--- config.mk ---
export PLATFORM = sky130hd
export DESIGN_NAME = xchj_front
export DESIGN_NICKNAME = d
export VERILOG_FILES = /design/src/rtl/xchj_pkg.sv /design/src/rtl/xchj_front.sv
export SDC_FILE = /design/constraint.sdc
export NUM_CORES = 1
export LEC_CHECK = 0
export ABC_AREA = 0
export BUFFER_PORTS_ARGS = -buffer_cell sky130_fd_sc_hd__buf_2
export CAP_MARGIN = 20
export CORE_AREA = 2 2 233 235
export DETAILED_ROUTE_END_ITERATION = 7
export DIE_AREA = 0 0 235 237
export SYNTH_ARGS = -nofsm -noshare
export SYNTH_HDL_FRONTEND = slang
export SYNTH_SLANG_ARGS = --single-unit
--- constraint.sdc ---
create_clock -name vclk -period 1.5
set_input_delay 0.225 -clock vclk [all_inputs]
set_output_delay 0.225 -clock vclk [all_outputs]
set_load 0.01 [all_outputs]
--- src/rtl/xchj_pkg.sv ---
package xchj_pkg;

	localparam int ROW_W = 256;
	localparam int KEY_W = 64;
	localparam int KB_W = 7;
	localparam int NUM_W = 12;
	localparam int OUT_W = 288;

	localparam int VALUE_BITS_DEF = 256;
	localparam int MAX_ROWS_DEF = 4096;
	localparam int BUCKET_COUNT_DEF = 1024;
	localparam int BUCKET_SLOTS_DEF = 16;

	localparam logic [KB_W-1:0] KEY_BITS_RST = 7'd20;

	localparam logic [1:0] FUNC_LOAD = 2'd0;
	localparam logic [1:0] FUNC_PROBE = 2'd1;
	localparam logic [1:0] FUNC_CLEAR = 2'd2;

	typedef struct packed {
		logic [1:0] func;
		logic [ROW_W-1:0] row;
		logic [KEY_W-1:0] key;
	} cmd_t;

	typedef struct packed {
		logic clearing;
	} back_stat_t;

	function automatic logic [KB_W-1:0] eff_kb(input logic [KB_W-1:0] kb);
		eff_kb = (kb > 7'd64) ? 7'd64 : kb;
	endfunction

	function automatic logic [KEY_W-1:0] key_mask(input logic [KB_W-1:0] kb);
		logic [KB_W-1:0] k;
		k = eff_kb(kb);
		key_mask = (k == 7'd64) ? {KEY_W{1'b1}} : ~({KEY_W{1'b1}} << k);
	endfunction

endpackage

--- src/rtl/xchj_front.sv ---
module xchj_front #(
	parameter int VALUE_BITS = xchj_pkg::VALUE_BITS_DEF
) (
	input  logic s_tvalid,
	output logic s_tready,
	input  logic [xchj_pkg::ROW_W-1:0] s_tdata,
	input  logic [1:0] s_tuser,
	input  logic [xchj_pkg::KB_W-1:0] key_bits,
	input  xchj_pkg::back_stat_t stat,
	input  logic q_full,
	output logic q_push,
	output xchj_pkg::cmd_t q_data
);
	logic [xchj_pkg::ROW_W-1:0] row;
	logic known;

	// bits above the value width are dropped here once
	assign row = s_tdata & ~({xchj_pkg::ROW_W{1'b1}} << VALUE_BITS);
	assign known = (s_tuser == xchj_pkg::FUNC_LOAD) || (s_tuser == xchj_pkg::FUNC_PROBE)
		|| (s_tuser == xchj_pkg::FUNC_CLEAR);

	assign s_tready = !q_full && !stat.clearing;
	assign q_push = s_tvalid && s_tready && known;

	always_comb begin
		q_data.func = s_tuser;
		q_data.row = row;
		q_data.key = row[xchj_pkg::KEY_W-1:0] & xchj_pkg::key_mask(key_bits);
	end
endmodule

## Yosys cells after proc, flatten, opt, wreduce, memory -nomap -nowiden

Index checks and enable logic that the tools add are counted.

| word-level totals | value |
|---|---|
| bits in registers | 0 |
| input port bits | 268 |

| cells by class | value |
|---|---|
| mux-type cells | 2 |
| order comparisons | 1 |
| equal/unequal tests | 3 |
| bitwise logic cells | 2 |
| shift operators | 1 |
| reduce and logical (&&, ||, !) cells | 8 |

Operators by type and width:

| operator | count |
|---|---|
| AND 64 bit | 1 |
| two-way mux 64 bit | 1 |
| inverter 64 bit | 1 |
| << shifter 64 x 7 -> 64 bit (first input constant) | 1 |
| == test 7 bit (second input constant) | 1 |
| > comparator 7 bit (second input constant) | 1 |
| two-way mux 7 bit | 1 |
| logical AND 1 bit | 3 |
| == test 2 x 1 -> 1 bit (second input constant) | 1 |
| == test 2 bit (second input constant) | 1 |
| logical NOT 1 bit | 2 |
| logical NOT 2 bit | 1 |
| logical OR 1 bit | 2 |

## Logic depth before layout (Yosys ltp)

| logic depth | value |
|---|---|
| word-level depth | 6 |
| mapped depth | 5 |
| gate-level depth less buffers | 2 |

## Worst setup path before layout

No wires, ideal clock.

| path | value |
|---|---|
| path kind | input-to-output |
| from | input port key_bits[3] in the netlist's numbering |
| to | output port q_data[23] in the netlist's numbering |
| arrival time | 1024 ps |
| stages | 5 |
| required time | 1275 ps |
| setup slack | 251 ps |
| cell sequence | buf_2 -> buf_4 -> buf_4 -> nand2_1 -> a21boi_0 |

RTL lines:

| item | RTL line | text |
|---|---|---|
| start, declared | xchj_front.sv:8 | `input logic [xchj_pkg::KB_W-1:0] key_bits,` |
| end, declared | xchj_front.sv:12 | `output xchj_pkg::cmd_t q_data` |

==> results_dict.tcl <==
set metrics [dict create \
    status "completed" \
    syn-num-nets 679 \
    max_slew.worst_pin.slew_ps 358 \
    post-dp-hpwl_mm 15.3 \
    routed_wirelength_mm 17.1 \
    fin_nets 661 \
    grt_max_degree 15 \
    startpoint "key_bits[3]" \
    maxSlewViolCount 0 \
    required_ps 1270 \
    ctsHoldBuffers 0 \
    area_growth_pct 16.1 \
    cp.arrival_ps 1240 \
    place.gp.congestion 0.629 \
    drive_above_1_share 0.698 \
    antenna_found_initial 0 \
    ys_warn_count 0 \
    drc 0 \
    layout_commonest_cell "buf_2" \
    rsz0062_at_grt "true" \
    synth.distinct_cells 39 \
    min_path_type "primary input to output port" \
    critPathKind "primary input to output port" \
    fin_crit_sh 0.975 \
    routedWlPerCell_um 15.7 \
    fillers 6311 \
    synthCells 411 \
    drt_iter0_markers 57 \
    setup_violations 0 \
    grt.total_usage 0.0563 \
    port_buffers 208 \
    die_height_um 237 \
    endpoint_kind "output port" \
    crit_fanout 10 \
    core_area_um2 53300 \
    post_drt_via_cell_ratio 2.35 \
    layout_common_cells "buf_2, buf_4, o21ai_0" \
    cp-start-kind "primary input" \
    ys_seq_area_frac 0 \
    grt_overflow 0 \
    multiInputGateArea_um2 940 \
    start_util 0.0551 \
    setup.worst_path.end "q_data[49]" \
    rows 85 \
    clkbuf_count 0 \
    die_area_um2 55700 \
    grt_pass1_vias 2470 \
    vias 2556 \
    pin_count 592 \
    seq_cell_count 0 \
    cap_violations 0 \
    min_period_ps 1460 \
    first_pass_iters 4 \
    die_w_um 235 \
    drtAntennaViolNets 0 \
    grt_pass1_wl_mm 21.5 \
    fmax_mhz 684 \
    slew_headroom 0.761 \
    tns_ps 0 \
    syn_avg_cell_area_um2 7.15 \
    netlist_area_um2 2940 \
    hold_viol_final 0 \
    register_area_um2 0 \
]
[cell usage after synthesis, types with 2 or more instances]
| master | n | area share |
|---|---|---|
| or3_1 | 2 | 0.0043 |
| buf_4 | 265 | 0.68 |
| o31ai_1 | 2 | 0.0051 |
| and3_1 | 4 | 0.0085 |
| nand3_1 | 9 | 0.015 |
| nand4_1 | 2 | 0.0043 |
| nor2b_1 | 2 | 0.0043 |
| a21boi_0 | 13 | 0.033 |
| o211a_1 | 3 | 0.010 |
| a21oi_1 | 12 | 0.020 |
| nand2_1 | 8 | 0.010 |
| o2bb2ai_1 | 9 | 0.027 |
| buf_2 | 12 | 0.020 |
| a21o_1 | 2 | 0.0051 |
| and2_1 | 4 | 0.0085 |
| nand2b_1 | 2 | 0.0043 |
| nor3_1 | 2 | 0.0034 |
| inv_1 | 2 | 0.0026 |
| o211ai_1 | 3 | 0.0077 |
| a31oi_1 | 2 | 0.0043 |
| nor2_1 | 7 | 0.0089 |
| o311a_1 | 11 | 0.037 |
| o21a_1 | 2 | 0.0051 |
| o21ai_0 | 14 | 0.024 |
| nor3b_1 | 3 | 0.0077 |
[worst min-delay path by stage]
stage,cells after the start,slack [ps],from,to
4_1_cts,0,450,s_tdata[84],q_data[148]
3_5_place_dp,0,450,s_tdata[84],q_data[148]
6_report,0,450,s_tdata[124],q_data[188]
2_1_floorplan,1,500,q_full,s_tready
3_3_place_gp,0,450,s_tdata[84],q_data[148]
5_1_grt,0,450,s_tdata[179],q_data[243]
[layer usage]
metal	vias to the layer above	share of wire	routed length, um	GRT usage
met5	-	0	0	0
met4	0	0.064	1100	0.0330
met3	100	0.11	1970	0.0234
met2	264	0.47	8080	0.0974
met1	1105	0.35	5990	0.0568
li1	1087	-	-	-
[cell type report]
cell class         instances  area share
diodes                     2     0.00147
inverters                  2     0.00220
multi-input cells        130       0.275
well taps                696       0.255
repair buffers           259       0.466
[timing repair]
item	4_1_cts	5_1_grt
gates resized for setup	31	12
pin swaps	4	3
setup buffers	2	0
endpoints found under the setup margin	57	14
endpoints found under the hold margin	0	0
cloned	0	0
[stage by stage]
stage / hold WS (ps) / setup slack (ps) / area [um2] / cells / util
after floorplan: 498 / 251 / 2940 / 411 / -
after global placement: 450 / -337 / 3240 / 1085 / 0.0608
after detailed placement: 450 / -315 / 3240 / 1085 / 0.0608
after CTS: 450 / -3.28 / 3350 / 1087 / 0.0630
after global routing: 450 / -15.9 / 3410 / 1087 / 0.0639
final: 450 / 38.0 / 3410 / 1089 / 0.0640
[worst max-delay path, cell delays in order]
cell,delay [ps]
buf_6,150
buf_4,150
or4_1,380
and3_1,190
buf_2,130
[cells by family (layout without fill, tap and decap cells)]
kind of cell / after synthesis / after routing / synth area share
AO/OA/AOI/OAI: 78 / 78 / 0.194
buffers and inverters: 281 / 261 / 0.705
AND/OR/NAND/NOR: 52 / 52 / 0.101
other: 0 / 2 / 0
