## src/rtl/xchj_pkg.sv

```systemverilog
package xchj_pkg;

	localparam int ROW_W = 256;
	localparam int KEY_W = 64;
	localparam int KB_W = 7;
	localparam int NUM_W = 12;
	localparam int OUT_W = 288;

	localparam int VALUE_BITS_DEF = 256;
	localparam int MAX_ROWS_DEF = 4096;
	localparam int BUCKET_COUNT_DEF = 1024;
	localparam int BUCKET_SLOTS_DEF = 16;

	localparam logic [KB_W-1:0] KEY_BITS_RST = 7'd20;

	localparam logic [1:0] FUNC_LOAD = 2'd0;
	localparam logic [1:0] FUNC_PROBE = 2'd1;
	localparam logic [1:0] FUNC_CLEAR = 2'd2;

	typedef struct packed {
		logic [1:0] func;
		logic [ROW_W-1:0] row;
		logic [KEY_W-1:0] key;
	} cmd_t;

	typedef struct packed {
		logic clearing;
	} back_stat_t;

	function automatic logic [KB_W-1:0] eff_kb(input logic [KB_W-1:0] kb);
		eff_kb = (kb > 7'd64) ? 7'd64 : kb;
	endfunction

	function automatic logic [KEY_W-1:0] key_mask(input logic [KB_W-1:0] kb);
		logic [KB_W-1:0] k;
		k = eff_kb(kb);
		key_mask = (k == 7'd64) ? {KEY_W{1'b1}} : ~({KEY_W{1'b1}} << k);
	endfunction

endpackage

```

## src/rtl/xchj_queue.sv

```systemverilog
module xchj_queue (
	input  logic clk,
	input  logic arst_n,
	input  logic push,
	input  xchj_pkg::cmd_t push_data,
	output logic full,
	input  logic pop,
	output logic empty,
	output xchj_pkg::cmd_t pop_data
);
	xchj_pkg::cmd_t ent_q [2];
	logic wp_q, rp_q;
	logic [1:0] cnt_q;

	assign full = (cnt_q == 2'd2);
	assign empty = (cnt_q == 2'd0);
	assign pop_data = ent_q[rp_q];

	always_ff @(posedge clk) begin
		if (push) begin
			ent_q[wp_q] <= push_data;
		end
	end

	always_ff @(posedge clk or negedge arst_n) begin
		if (!arst_n) begin
			wp_q <= 1'b0;
			rp_q <= 1'b0;
			cnt_q <= 2'd0;
		end else begin
			if (push) wp_q <= ~wp_q;
			if (pop) rp_q <= ~rp_q;
			cnt_q <= cnt_q + {1'b0, push} - {1'b0, pop};
		end
	end
endmodule

```

## config.mk

```make
export PLATFORM = sky130hd
export DESIGN_NAME = xchj_queue
export DESIGN_NICKNAME = d
export VERILOG_FILES = /design/src/rtl/xchj_pkg.sv /design/src/rtl/xchj_queue.sv
export SDC_FILE = /design/constraint.sdc
export NUM_CORES = 1
export LEC_CHECK = 0
export BUFFER_PORTS_ARGS = -buffer_cell sky130_fd_sc_hd__buf_2
export CAP_MARGIN = 20
export CORE_AREA = 2 2 251 253
export CTS_CLUSTER_DIAMETER = 120
export DETAILED_ROUTE_END_ITERATION = 10
export DIE_AREA = 0 0 253 255
export HOLD_SLACK_MARGIN = 0.15
export PLACE_DENSITY = 0.65
export SYNTH_ARGS = -nofsm -noshare
export SYNTH_HDL_FRONTEND = slang
export SYNTH_SLANG_ARGS = --single-unit
```

## constraint.sdc

```tcl
create_clock -name clk -period 14.8 [get_ports clk]
set_input_delay 1.48 -clock clk [delete_from_list [all_inputs] [get_ports clk]]
set_output_delay 1.48 -clock clk [all_outputs]
set_load 0.005 [all_outputs]
```

# Yosys cells after proc, flatten, opt, wreduce, memory -nomap -nowiden

Memory sizes are Yosys's and may differ from the RTL's.
Index checks and enable logic that the tools add are counted.

Register bits: 4
Bits in writable memories: 644
Logic and storage cells: 12
Memories: 1

$add $sub $neg: 2
Eq/ne operators: 1
Mux-type cells: 2
Bitwise gates (word level): 2
Reductions and logical operators: 1

Memory list:

| memory | depth | bits a word | rd ports | clocked after memory_dff | wr ports | RTL line         | text |
|---|---|---|---|---|---|---|---|
| ent_q  | 2     | 322         | 1        | 0                        | 1        | xchj_queue.sv:11 | `xchj_pkg::cmd_t ent_q [2];` |

Operators by type and width:

| cell                                 | number |
|---|---|
| adder 2 x 1 -> 2 bit                 | 1 |
| == test 2 bit, second input constant | 1 |
| logical NOT 2 bit                    | 1 |
| 2-to-1 mux 1 bit                     | 2 |
| NOT 1 bit                            | 2 |
| subtractor 2 x 1 -> 2 bit            | 1 |

# Depth between registers and ports, before layout

Depth after elaboration: 2
Depth in mapped cells: 5
Mapped depth without buffers: 5

# Least setup slack after synthesis

Ideal clock, no wire load.

Path type: input port to flip-flop
Start point: input push
End point: memory ent_q[0][0] (netlist bit) (enable)
Arrival time: 15.315 ns
Required time: 13.749 ns
Slack: -1.565 ns
Cell stages on the path: 1
Buffers on the path: 0
Cells stage by stage: nor2b_1

Cells in the longest elaborated chain, start to end: 2

Ends and longest elaborated chain:

| item                                   | RTL line         | text |
|---|---|---|
| start: declaration                     | xchj_queue.sv:4  | `input logic push,` |
| 2-to-1 mux 1 bit                       | xchj_queue.sv:20 | `if (push) begin` |
| 2-to-1 mux 1 bit (implied by the code) | xchj_queue.sv:21 | `ent_q[wp_q] <= push_data;` |
| end: declaration                       | xchj_queue.sv:11 |  |

Every way passes these cells.

==> flow_summary_export.csv <==
group,metric,value,unit
status,status,"finished, final reports clean",
synthesis,synth-seq-cells,648,
pwr,cellPowerDensity,192,nW/um^2
floorplan,die-area,64500,sq um
synthesis,synth.cell_area,24500,sq um
detailed_routing,drt_wl_total,54800,um
global_route,grt_usage,16.1,%
worst_hold_path,hp-class,"reg2reg",
place,post_dp_cell_area,28500,sq um
finish,layout_commonest_cell,"buf_2",
finish,fin_cells,2579,
timing,final_hold_viol_count,0,
clocking,ctsResizeCount,0,
timing,rsz0062_at_grt,"false",
timing,drv_slew,0,
detailed_routing,wl_per_cell,21.2,um
detailed_routing,ant_nets,0,
clocking,clk_pin_slew,0.06,ns
synthesis,ys_warn_count,0,
finish,syn_to_final_growth,25.4,%
timing,tightest_slew,1.09,ns
floorplan,rows,92,
pwr,ir_drop,151,uV
global_route,grt-ovfl-total,0,
critical_path,worstSetupPathType,"reg2out",
floorplan,die_h,255,um
timing,relSlewSlack,27.6,%
detailed_routing,drtIter0Drc,665,
floorplan,dieWidth,253,um
timing,period_share,40.0,%
synthesis,ys_seq_area_share,79.2,%
clocking,cts_tree,"yes",
clocking,hold_buffers,0,
clocking,clock_latency,0.60,ns
critical_path,crit_arrival,4.44,ns
clocking,root_buffer,"clkbuf_16",
timing,max_freq,0.169,GHz
finish,postLayoutCellArea,30800,sq um
pwr,leakage,0.0123,uW
synthesis,avgSynthCellArea,24.1,sq um
timing,finalSetupTns,0,ns
place,io_buffers,649,
synthesis,yosysUniqueCellTypes,13,
finish,fin_nets,2041,
detailed_routing,num_vias,12200,
detailed_routing,via_per_inst,4.72,
detailed_routing,drcViolationCount,0,
clocking,cts_made_buffers,69,
timing,clock_skew,0.0256,ns
critical_path,crit_required,13.32,ns
clocking,htreeDepth,3,
synthesis,synth_nets,1345,
timing,timing.final.crit_period,5.92,ns
job,drv_cap,0,
global_route,grt_pass1_vias,12500,
floorplan,ioPinCount,650,
critical_path,endpoint_kind,"primary output",
finish,final_cell_mix,"649 x buf_2, 644 x edfxtp_1, 270 x mux2_4",
detailed_routing,dr.pass1.iters,4,
clocking,ctsLongestPathBuffers,3,
finish,layout-drive-gt1-share,61.3,%
critical_path,cp_max_fo,128,
place,routabilityCongestion,0.814,
floorplan,core,62200,sq um
global_route,grt_pass1_wl,76500,um
critical_path,critPathLaunchType,"register",
global_route,grt_max_degree,164,
place,post-dp-hpwl,38000,um
floorplan,floorplan.initialDensity,39.5,%
clocking,post-cts-setup-buffers,0,
global_route,antenna_found_initial,24,
synthesis,synthCells,1017,
clocking,clkSinkCount,648,
place,dp.cells,2440,
timing,setup_violations,0,
## flip-flops by register name (all words and copies together), names as in the netlist
register  count
wp_q          1
rp_q          1
ent_q       644
cnt_q         2
## synthesized netlist by cell type
library cell,count,share of area [%]
and2_1,1,0.026
buf_6,31,1.4
edfxtp_1,644,79
nor2_1,1,0.015
xor2_1,2,0.071
mux2_2,52,2.4
nor2b_1,2,0.051
buf_2,5,0.10
ha_1,2,0.10
dfrtp_1,4,0.41
inv_1,2,0.031
mux2_4,270,17
xor3_1,1,0.097
## path summary, 6_finish.rpt
| kind | from | to | slack [ns] | cells after the start |
|---|---|---|---|---|
| min in group asynchronous | arst_n | wp_q$_DFFE_PN0P_ | 0.71 | 1 |
| worst max register to register | wp_q$_DFFE_PN0P_ | ent_q[1][77]$_DFFE_PP_ | 11.38 | 3 |
| max in group asynchronous | arst_n | rp_q$_DFFE_PN0P_ | 13.93 | 1 |
| worst min-delay path | wp_q$_DFFE_PN0P_ | wp_q$_DFFE_PN0P_ | 0.55 | 1 |
| worst max-delay path | rp_q$_DFFE_PN0P_ | pop_data[226] | 8.88 | 6 |
| worst min register to register | wp_q$_DFFE_PN0P_ | wp_q$_DFFE_PN0P_ | 0.55 | 1 |
## metrics by stage
step | utilization, % | hold slack (ns) | setup WS [ns] | power [uW]
finish | 49.5 | 0.552 | 8.88 | 5920
global route | 49.5 | 0.576 | 8.55 | 6190
CTS | 49.4 | 0.557 | 8.64 | 6010
detailed placement | 45.9 | 0.548 | 9.30 | 4340
global placement | 45.9 | 0.529 | 9.40 | 4310
floorplan | - | 0.473 | 4.50 | 3800
## power breakdown
part / internal, uW / switching (uW) / total, uW
clock: 959 / 696 / 1660
combinational: 906 / 818 / 1720
sequential: 2440 / 103 / 2540
## metal layers
metal | part of all wire, % | GRT usage [%]
met5 | 0.24 | 0
met4 | 3.2 | 7.71
met3 | 8.6 | 5.71
met2 | 52 | 27.7
met1 | 36 | 17.7
## logic make-up (layout without fill, tap and decap cells)
family / after synthesis / after routing / synth area share [%]
adders and majority gates: 2 / 2 / 0.102
DFF: 648 / 648 / 79.2
xor gates and xnor gates: 3 / 3 / 0.168
muxes: 322 / 322 / 18.9
other: 0 / 14 / 0
and+or+nand+nor: 4 / 4 / 0.0917
buffers and inverters: 38 / 787 / 1.55
## critical path, stage by stage, from the launching register on
cell and delay, ns:
dfrtp_4 0.73, buf_12 0.61, buf_4 0.93, buf_4 0.63
buf_12 0.31, mux2_4 0.33, buf_2 0.13
## area by class of cell
| class | instances | area (sq um) |
|---|---|---|
| Fill cell | 5123 | 31400 |
| Clock inverter | 40 | 410 |
| Timing Repair Buffer | 661 | 3380 |
| Multi-Input combinational cell | 331 | 4740 |
| Tap cell | 799 | 1000 |
| Clock buffer | 84 | 1780 |
| Inverter | 2 | 7.51 |
| Antenna cell | 14 | 35.0 |
| Sequential cell | 648 | 19400 |
Note: power is estimated with default switching activity, not from simulation.
